File: config.mk
export PLATFORM = sky130hd
export DESIGN_NAME = dual_pulse_weld_sequencer
export DESIGN_NICKNAME = d
export VERILOG_FILES = /design/src/hdl/dpws_pkg.sv /design/src/hdl/dpws_trigger.sv /design/src/hdl/dpws_phase.sv /design/src/hdl/dual_pulse_weld_sequencer.sv
export SDC_FILE = /design/constraint.sdc
export NUM_CORES = 1
export LEC_CHECK = 0
export BUFFER_PORTS_ARGS = -buffer_cell sky130_fd_sc_hd__buf_4
export CAP_MARGIN = 10
export CORE_MARGIN = 3
export CORE_UTILIZATION = 55
export DETAILED_ROUTE_END_ITERATION = 8
export GPL_TIMING_DRIVEN = 0
export PLACE_DENSITY = 0.77
export SLEW_MARGIN = 20
export SYNTH_ARGS = -nofsm -noshare
export SYNTH_HDL_FRONTEND = slang
export SYNTH_SLANG_ARGS = --single-unit
export TNS_END_PERCENT = 50
File: constraint.sdc
create_clock -name i_clk -period 4.7 [get_ports i_clk]
set_clock_uncertainty 0.1 [all_clocks]
set_input_delay 0.94 -clock i_clk [delete_from_list [all_inputs] [get_ports i_clk]]
set_output_delay 0.94 -clock i_clk [all_outputs]
set_load 0.01 [all_outputs]
File: src/hdl/dpws_pkg.sv
package dpws_pkg;

    // Field widths
    localparam int unsigned CNT_W    = 16;
    localparam int unsigned WAIT_W   = 6;
    localparam int unsigned SAMPLE_W = 12;
    localparam int unsigned PHCODE_W = 2;
    localparam int unsigned CFG_IDX_W = 2;

    // Default scale of the wait time
    localparam int unsigned MS_PER_SECOND_DEF = 1000;

    // Register reset values
    localparam logic [CNT_W-1:0]  FIRST_TICKS_RST  = CNT_W'(10);
    localparam logic [CNT_W-1:0]  SECOND_TICKS_RST = CNT_W'(0);
    localparam logic [CNT_W-1:0]  GAP_MS_RST       = CNT_W'(10);
    localparam logic [WAIT_W-1:0] WAIT_SEC_RST     = WAIT_W'(1);

    // Register indexes
    typedef enum logic [CFG_IDX_W-1:0] {
        CFG_FIRST_TICKS  = 2'd0,
        CFG_SECOND_TICKS = 2'd1,
        CFG_GAP_MS       = 2'd2,
        CFG_WAIT_SEC     = 2'd3
    } t_cfg_idx;

    // Weld phase, one-hot
    typedef enum logic [3:0] {
        PH_IDLE   = 4'b0001,
        PH_FIRST  = 4'b0010,
        PH_GAP    = 4'b0100,
        PH_SECOND = 4'b1000
    } t_phase;

    // Phase codes as seen on the result port
    localparam logic [PHCODE_W-1:0] CODE_IDLE   = 2'd0;
    localparam logic [PHCODE_W-1:0] CODE_FIRST  = 2'd1;
    localparam logic [PHCODE_W-1:0] CODE_GAP    = 2'd2;
    localparam logic [PHCODE_W-1:0] CODE_SECOND = 2'd3;

    // Next arm state from the trigger tracker
    typedef struct packed {
        logic             armed;
        logic [CNT_W-1:0] wait_ms;
    } t_trig_next;

    // Sequencer status toward the top level
    typedef struct packed {
        t_phase phase;
        logic   cnt_zero;
        logic   drive;
    } t_seq_stat;

    function automatic logic [PHCODE_W-1:0] ph_code(input t_phase ph);
        logic [PHCODE_W-1:0] code;
        unique case (ph)
            PH_FIRST:  code = CODE_FIRST;
            PH_GAP:    code = CODE_GAP;
            PH_SECOND: code = CODE_SECOND;
            default:   code = CODE_IDLE;
        endcase
        return code;
    endfunction

endpackage

File: src/hdl/dpws_trigger.sv
module dpws_trigger
    import dpws_pkg::*;
(
    input  logic       i_clk,
    input  logic       i_rst_n,
    input  logic       i_step,
    input  logic       i_ms,
    input  logic       i_trig,
    input  logic       i_disarm,
    output t_trig_next o_next
);

    logic             r_armed;
    logic             r_prev_trig;
    logic [CNT_W-1:0] r_wait_ms;
    t_trig_next       n_next;

    // Falling edge arms and restarts the wait, released level disarms
    always_comb begin
        n_next.armed   = r_armed;
        n_next.wait_ms = r_wait_ms;
        if (r_prev_trig && !i_trig) begin
            n_next.armed   = 1'b1;
            n_next.wait_ms = '0;
        end else if (i_trig) begin
            n_next.armed = 1'b0;
        end else if (r_armed && i_ms && (r_wait_ms != {CNT_W{1'b1}})) begin
            n_next.wait_ms = r_wait_ms + CNT_W'(1);
        end
    end

    assign o_next = n_next;

    always_ff @(posedge i_clk) begin
        if (!i_rst_n) begin
            r_armed     <= 1'b0;
            r_prev_trig <= 1'b1;
            r_wait_ms   <= '0;
        end else if (i_step) begin
            r_armed     <= n_next.armed && !i_disarm;
            r_prev_trig <= i_trig;
            r_wait_ms   <= n_next.wait_ms;
        end
    end

endmodule

File: src/hdl/dpws_phase.sv
module dpws_phase
    import dpws_pkg::*;
#(
    parameter int unsigned THR_W = 16
) (
    input  logic                i_clk,
    input  logic                i_rst_n,
    input  logic                i_step,
    input  logic                i_ms,
    input  logic                i_ptick,
    input  logic [SAMPLE_W-1:0] i_sample,
    input  t_trig_next          i_trig_next,
    input  logic [THR_W-1:0]    i_threshold,
    input  logic [CNT_W-1:0]    i_first_ticks,
    input  logic [CNT_W-1:0]    i_second_ticks,
    input  logic [CNT_W-1:0]    i_gap_ms,
    output logic                o_disarm,
    output t_seq_stat           o_stat,
    output logic [CNT_W-1:0]    o_weld_total,
    output logic [SAMPLE_W-1:0] o_captured
);

    localparam int unsigned CMP_W = (THR_W > CNT_W) ? THR_W : CNT_W;

    t_phase              r_phase, n_phase;
    logic [CNT_W-1:0]    r_cnt, n_cnt;
    logic [CNT_W-1:0]    r_weld_count, n_weld_count;
    logic [SAMPLE_W-1:0] r_hold, n_hold;
    logic                tick;
    logic [CNT_W-1:0]    cnt_dec;
    logic                wait_done;
    logic                go_gap;
    logic                go_second;

    // Shared down counter: pulses count pulse ticks, the gap counts ms
    assign tick    = (r_phase == PH_GAP) ? i_ms : i_ptick;
    assign cnt_dec = (tick && (r_cnt != '0)) ? (r_cnt - CNT_W'(1)) : r_cnt;

    assign wait_done = i_trig_next.armed &&
                       (CMP_W'(i_trig_next.wait_ms) >= CMP_W'(i_threshold));

    // Phase sequencing, zero-length phases chain through in the same step
    always_comb begin
        n_phase      = r_phase;
        n_cnt        = r_cnt;
        n_weld_count = r_weld_count;
        n_hold       = r_hold;
        o_disarm     = 1'b0;
        go_gap       = 1'b0;
        go_second    = 1'b0;

        unique case (r_phase)
            PH_FIRST: begin
                n_cnt = cnt_dec;
                if (cnt_dec == '0) go_gap = 1'b1;
            end
            PH_GAP: begin
                n_cnt = cnt_dec;
                if (cnt_dec == '0) go_second = 1'b1;
            end
            PH_SECOND: begin
                n_cnt = cnt_dec;
                if (cnt_dec == '0) n_phase = PH_IDLE;
            end
            default: begin
                if (wait_done) begin
                    o_disarm = 1'b1;
                    if ((i_first_ticks != '0) || (i_second_ticks != '0)) begin
                        n_weld_count = r_weld_count + CNT_W'(1);
                        if (i_first_ticks != '0) begin
                            n_phase = PH_FIRST;
                            n_cnt   = i_first_ticks;
                            n_hold  = i_sample;
                        end else begin
                            go_gap = 1'b1;
                        end
                    end
                end
            end
        endcase

        // Enter gap
        if (go_gap) begin
            if (i_second_ticks == '0) begin
                n_phase = PH_IDLE;
                n_cnt   = '0;
            end else if (i_gap_ms == '0) begin
                go_second = 1'b1;
            end else begin
                n_phase = PH_GAP;
                n_cnt   = i_gap_ms;
            end
        end

        // Enter second pulse
        if (go_second) begin
            if (i_second_ticks != '0) begin
                n_phase = PH_SECOND;
                n_cnt   = i_second_ticks;
                n_hold  = i_sample;
            end else begin
                n_phase = PH_IDLE;
                n_cnt   = '0;
            end
        end
    end

    always_ff @(posedge i_clk) begin
        if (!i_rst_n) begin
            r_phase      <= PH_IDLE;
            r_cnt        <= '0;
            r_weld_count <= '0;
            r_hold       <= '0;
        end else if (i_step) begin
            r_phase      <= n_phase;
            r_cnt        <= n_cnt;
            r_weld_count <= n_weld_count;
            r_hold       <= n_hold;
        end
    end

    assign o_stat.phase    = r_phase;
    assign o_stat.cnt_zero = (r_cnt == '0);
    assign o_stat.drive    = (r_phase == PH_FIRST) || (r_phase == PH_SECOND);
    assign o_weld_total    = r_weld_count;
    assign o_captured      = r_hold;

endmodule

File: src/hdl/dual_pulse_weld_sequencer.sv
// Dual-pulse spot-weld timer. One request is one time step (ms strobe, pulse-timer
// strobe, trigger level, current sample) and yields exactly one result showing the
// state after that step. A request is taken every clock while the result side does
// not stall: it is registered in the input register, the arm tracker and phase
// sequencer update in one pass of counters and compares, and the result is held in
// the state registers until taken, so throughput is one request per cycle while
// the result side does not stall. The wait threshold (wait_seconds times
// MS_PER_SECOND) is multiplied out when wait_seconds is written, so the step
// path holds only a compare. The user must write configuration only while no
// request is in flight; the block itself does not enforce this.
module dual_pulse_weld_sequencer
    import dpws_pkg::*;
#(
    parameter int unsigned MS_PER_SECOND = MS_PER_SECOND_DEF
) (
    input  logic                 i_clk,
    input  logic                 i_rst_n,
    // Config write port
    input  logic                 i_cfg_we,
    input  logic [CFG_IDX_W-1:0] i_cfg_idx,
    input  logic [CNT_W-1:0]     i_cfg_wdata,
    // Request channel
    input  logic                 i_valid,
    output logic                 o_stall,
    input  logic                 i_ms_strobe,
    input  logic                 i_pulse_strobe,
    input  logic                 i_trigger_level,
    input  logic [SAMPLE_W-1:0]  i_current_sample,
    // Result channel
    output logic                 o_valid,
    input  logic                 i_stall,
    output logic                 o_weld_drive,
    output logic                 o_buzzer_drive,
    output logic [CNT_W-1:0]     o_weld_total,
    output logic [SAMPLE_W-1:0]  o_captured_current,
    output logic [PHCODE_W-1:0]  o_phase_now
);

    localparam int unsigned MSPS_W = $clog2(MS_PER_SECOND + 1);
    localparam int unsigned THR_W  = WAIT_W + MSPS_W;

    logic [CNT_W-1:0]    r_first_ticks;
    logic [CNT_W-1:0]    r_second_ticks;
    logic [CNT_W-1:0]    r_gap_ms;
    logic [THR_W-1:0]    r_threshold;

    logic                r_in_valid;
    logic                r_ms;
    logic                r_ptick;
    logic                r_trig;
    logic [SAMPLE_W-1:0] r_sample;
    logic                r_out_valid;

    logic                advance;
    logic                step;
    logic                disarm;
    t_trig_next          trig_next;
    t_seq_stat           stat;

    // Config registers; threshold is multiplied out at write time
    always_ff @(posedge i_clk) begin
        if (!i_rst_n) begin
            r_first_ticks  <= FIRST_TICKS_RST;
            r_second_ticks <= SECOND_TICKS_RST;
            r_gap_ms       <= GAP_MS_RST;
            r_threshold    <= THR_W'(WAIT_SEC_RST) * THR_W'(MS_PER_SECOND);
        end else if (i_cfg_we) begin
            unique case (t_cfg_idx'(i_cfg_idx))
                CFG_FIRST_TICKS:  r_first_ticks  <= i_cfg_wdata;
                CFG_SECOND_TICKS: r_second_ticks <= i_cfg_wdata;
                CFG_GAP_MS:       r_gap_ms       <= i_cfg_wdata;
                CFG_WAIT_SEC:     r_threshold    <=
                    THR_W'(i_cfg_wdata[WAIT_W-1:0]) * THR_W'(MS_PER_SECOND);
                default: ;
            endcase
        end
    end

    // Pipeline flow control
    assign advance = !r_out_valid || !i_stall;
    assign step    = r_in_valid && advance;
    assign o_stall = r_in_valid && !advance;

    // Input register
    always_ff @(posedge i_clk) begin
        if (!i_rst_n) begin
            r_in_valid <= 1'b0;
        end else if (!o_stall) begin
            r_in_valid <= i_valid;
        end
    end

    always_ff @(posedge i_clk) begin
        if (!o_stall && i_valid) begin
            r_ms     <= i_ms_strobe;
            r_ptick  <= i_pulse_strobe;
            r_trig   <= i_trigger_level;
            r_sample <= i_current_sample;
        end
    end

    // Result valid; the result fields are the state registers themselves
    always_ff @(posedge i_clk) begin
        if (!i_rst_n) begin
            r_out_valid <= 1'b0;
        end else if (advance) begin
            r_out_valid <= r_in_valid;
        end
    end

    dpws_trigger u_trigger (
        .i_clk    (i_clk),
        .i_rst_n  (i_rst_n),
        .i_step   (step),
        .i_ms     (r_ms),
        .i_trig   (r_trig),
        .i_disarm (disarm),
        .o_next   (trig_next)
    );

    dpws_phase #(
        .THR_W (THR_W)
    ) u_phase (
        .i_clk          (i_clk),
        .i_rst_n        (i_rst_n),
        .i_step         (step),
        .i_ms           (r_ms),
        .i_ptick        (r_ptick),
        .i_sample       (r_sample),
        .i_trig_next    (trig_next),
        .i_threshold    (r_threshold),
        .i_first_ticks  (r_first_ticks),
        .i_second_ticks (r_second_ticks),
        .i_gap_ms       (r_gap_ms),
        .o_disarm       (disarm),
        .o_stat         (stat),
        .o_weld_total   (o_weld_total),
        .o_captured     (o_captured_current)
    );

    assign o_valid        = r_out_valid;
    assign o_weld_drive   = stat.drive;
    assign o_buzzer_drive = stat.drive;
    assign o_phase_now    = ph_code(stat.phase);

    // Any active phase has time left on its counter
    a_active_cnt: assert property (@(posedge i_clk) disable iff (!i_rst_n)
        (stat.phase != PH_IDLE) |-> !stat.cnt_zero)
        else $error("active weld phase with expired counter");

    // Weld count only moves on a step that began in idle
    a_count_idle: assert property (@(posedge i_clk) disable iff (!i_rst_n)
        (!step || (stat.phase != PH_IDLE)) |=> $stable(o_weld_total))
        else $error("weld count changed outside an idle step");

    // Request side only stalls when a result is held back
    a_stall_cause: assert property (@(posedge i_clk) disable iff (!i_rst_n)
        o_stall |-> (r_out_valid && i_stall))
        else $error("request stalled with result side free");

    // Held result does not change while stalled
    a_hold: assert property (@(posedge i_clk) disable iff (!i_rst_n)
        (o_valid && i_stall) |=> (o_valid && $stable(o_phase_now)
                                  && $stable(o_captured_current)))
        else $error("stalled result changed");

endmodule

==> results_dict.tcl <==
set metrics [dict create \
    io_buffer_count 69 \
    setup_viol 0 \
    dpl-instance-area_um2 9240 \
    hpwlAfterDp_um 18700 \
    fp.dieH_um 130 \
    ant_nets 0 \
    gp_congestion 1.02 \
    cts_tree "yes" \
    worst_ep_required_time_ns 4.95 \
    p_seq_frac 0.401 \
    synthesis.area_um2 8490 \
    synth_cell_type_count 80 \
    critPathArrivalTime_ns 4.80 \
    cts.reportedPaths.clkPinSlew_ns 0.06 \
    io_pins 72 \
    drc 0 \
    syn2layout_area_growth_pct 19.4 \
    antenna_found_initial 0 \
    combPwrFrac 0.164 \
    async_flop_share 0 \
    cp-end-kind "flip-flop" \
    synth_enable_flop_cells 15 \
    peakVddDrop_mv 0.358 \
    vias_per_cell 6.28 \
    crit_fanout 10 \
    fin_util 0.684 \
    postRouteWirelength_um 26300 \
    cts_sinks 144 \
    clockBufferDepth 2 \
    die-area_um2 17000 \
    hold_buffers 0 \
    max-cap-violations 0 \
    p_clk_frac 0.435 \
    syn_nets 1158 \
    synth_flop_cell "dfxtp_1" \
    sw_frac_of_total 0.275 \
    num_rows 44 \
    drive_above_1_share 0.153 \
    syn_avg_cell_area_um2 7.95 \
    final_cell_mix "nand2_1, dfxtp_1, a21oi_1, buf_4, nor2_1" \
    setup_ws_ns 0.146 \
    post_drt_wl_per_cell_um 19.3 \
    total_power_mw 3.27 \
    p_leak_nw 3.91 \
    grt_overflow 0 \
    start_util 0.573 \
    yosysWarnings 0 \
    timing.fmax_mhz 220 \
    holdWs_ns 0.353 \
    hold_viol 0 \
    period_minus_slack_ns 4.55 \
    hp-class "flip-flop to flip-flop" \
    ys_ff_latch 144 \
    drv_slew 0 \
    numCtsBuffers 17 \
    finalCritPeriodShare 0.969 \
    power_density_nw_per_um2 322 \
    final_common_cell "nand2_1" \
    n_fill_cell 1272 \
    switching_power_mw 0.897 \
    grt_pass1_vias 7903 \
    drtIter0Drc 910 \
    fin_area_um2 10100 \
    slew_headroom 0.349 \
    syn_inst 1068 \
    grt_pass1_wl_um 41200 \
    grt_start_max_net_pins 17 \
    ys_seq_area_frac 0.357 \
    outcome "finished clean" \
    antenna_cells 0 \
    worst_slew_pin_slew_ns 0.969 \
    num_vias 8571 \
    gr-usage-all-layers 0.310 \
    critical_path.startpoint_type "flip-flop" \
    nNetsFinal 1257 \
    dp_slack_ns -0.528 \
    clock_latency_ns 0.43 \
    p_int_mw 2.37 \
    h-tree-depth 4 \
    core-area_um2 14800 \
    critical_path_class "flip-flop to flip-flop" \
    cts_root_buffer "clkbuf_16" \
    die_w_um 130 \
    drtPass1Iterations 5 \
]
-- metal layers --
| layer | up-vias | part of all wire | wire length (um) | GRT usage |
|---|---|---|---|---|
| met5 | - | 0 | 0 | 0 |
| met4 | 0 | 0.038 | 996 | 0.130 |
| met3 | 96 | 0.093 | 2440 | 0.0757 |
| met2 | 456 | 0.45 | 11700 | 0.470 |
| met1 | 4029 | 0.42 | 11100 | 0.424 |
| li1 | 3990 | - | - | - |
-- state kept, by name (all words and copies together) (netlist names), 4 cells and up --
register	count
u_phase.o_weld_total	16
u_phase.o_captured	12
u_trigger.r_wait_ms	16
u_phase.r_cnt	16
r_first_ticks	16
r_gap_ms	16
u_phase.r_phase	4
r_threshold	13
r_second_ticks	16
r_sample	12
-- metrics by stage --
step / TNS [ns] / std cells
6_report: 0 / 1364
5_1_grt: -0.682 / 1364
4_1_cts: 0 / 1355
3_5_place_dp: -18.86 / 1321
3_3_place_gp: -16.90 / 1321
2_1_floorplan: 0 / 1068
-- path summary, 6_finish.rpt --
| kind | endpoint | cells past startpoint | slack, ns | start |
|---|---|---|---|---|
| worst max register to register | u_phase.r_cnt[13] | 19 | 0.15 | u_trigger.r_wait_ms[0] |
| worst max-delay path | u_phase.r_cnt[13] | 19 | 0.15 | u_trigger.r_wait_ms[0] |
| worst min register to register | r_threshold[10] | 2 | 0.35 | r_threshold[10] |
| worst min-delay path | r_threshold[10] | 2 | 0.35 | r_threshold[10] |
-- Yosys cell counts, types with 5 or more instances --
cell / count / area share
nand2_1: 185 / 0.082
dfxtp_1: 129 / 0.30
a21oi_1: 115 / 0.068
nor2_1: 80 / 0.035
clkbuf_1: 49 / 0.022
inv_1: 46 / 0.020
nand3_1: 43 / 0.025
ha_1: 39 / 0.057
o21ai_0: 33 / 0.019
nor3_1: 27 / 0.016
nor4_1: 23 / 0.017
xnor2_1: 21 / 0.022
o211ai_1: 16 / 0.014
edfxtp_1: 15 / 0.053
nand4_1: 15 / 0.011
and3_1: 13 / 0.0096
fa_1: 13 / 0.031
xor2_1: 13 / 0.013
o21ai_1: 11 / 0.0065
or3_1: 11 / 0.0081
a22oi_1: 9 / 0.0080
a2bb2oi_1: 8 / 0.0083
buf_2: 8 / 0.0047
nand2b_1: 8 / 0.0059
o31ai_1: 8 / 0.0071
nor2b_1: 7 / 0.0052
o22ai_1: 7 / 0.0052
and2_1: 6 / 0.0044
a211oi_1: 5 / 0.0044
and4_1: 5 / 0.0052
o21a_1: 5 / 0.0044
or2_2: 5 / 0.0037
-- logic make-up (layout without fill, tap and decap cells) --
group,count (synthesis),in the layout,share of synthesized area
buffers and inverters,114,226,0.0562
flip-flops,144,144,0.357
adder cells (fa/ha/maj),52,52,0.0882
XOR/XNOR,34,34,0.0351
AND/OR/NAND/NOR,452,452,0.257
multiplexers,5,5,0.00619
AO/OA/AOI/OAI,267,267,0.200
-- timing repair --
item / 4_1_cts / 5_1_grt
setup buffers: 4 / 9
endpoints found under the hold margin: 0 / 0
setup endpoints to repair: 48 / 45
cloned: 0 / 0
pin swaps: 4 / 15
gates resized for setup: 20 / 35
-- power groups by stage --
stage / Combinational (mW) / Sequential, mW / Clock (mW)
5_1_grt: 0.600 / 1.31 / 1.49
4_1_cts: 0.516 / 1.31 / 1.42
3_5_place_dp: 0.508 / 1.34 / 0
3_3_place_gp: 0.496 / 1.33 / 0
2_1_floorplan: 0.358 / 1.32 / 0
6_report: 0.536 / 1.31 / 1.42
-- worst max-delay path: stages (launching register included) --
cell	delay, ns
dfxtp_4	0.38
ha_4	0.15
nand2_1	0.05
or3_4	0.43
o21a_4	0.24
and2_4	0.19
nand3_2	0.09
xor2_2	0.19
nor2_1	0.07
ha_1	0.33
nand3_2	0.10
nor4_4	0.34
o21ai_1	0.11
mux2_4	0.30
o21ai_4	0.21
a32oi_1	0.14
buf_4	0.26
nor2_1	0.37
a21oi_1	0.18
a211oi_2	0.24
-- layout make-up --
cell class	count	area, um^2	share of cell area
clock buffer	21	440	0.0435
buffer	65	313	0.0309
sequential	144	3040	0.300
inverter	47	176	0.0174
multi-input combinational	810	5150	0.508
timing repair buffer	82	616	0.0608
clock inverter	11	164	0.0162
tap	184	230	0.0227
(Power assumes the default switching activity.)
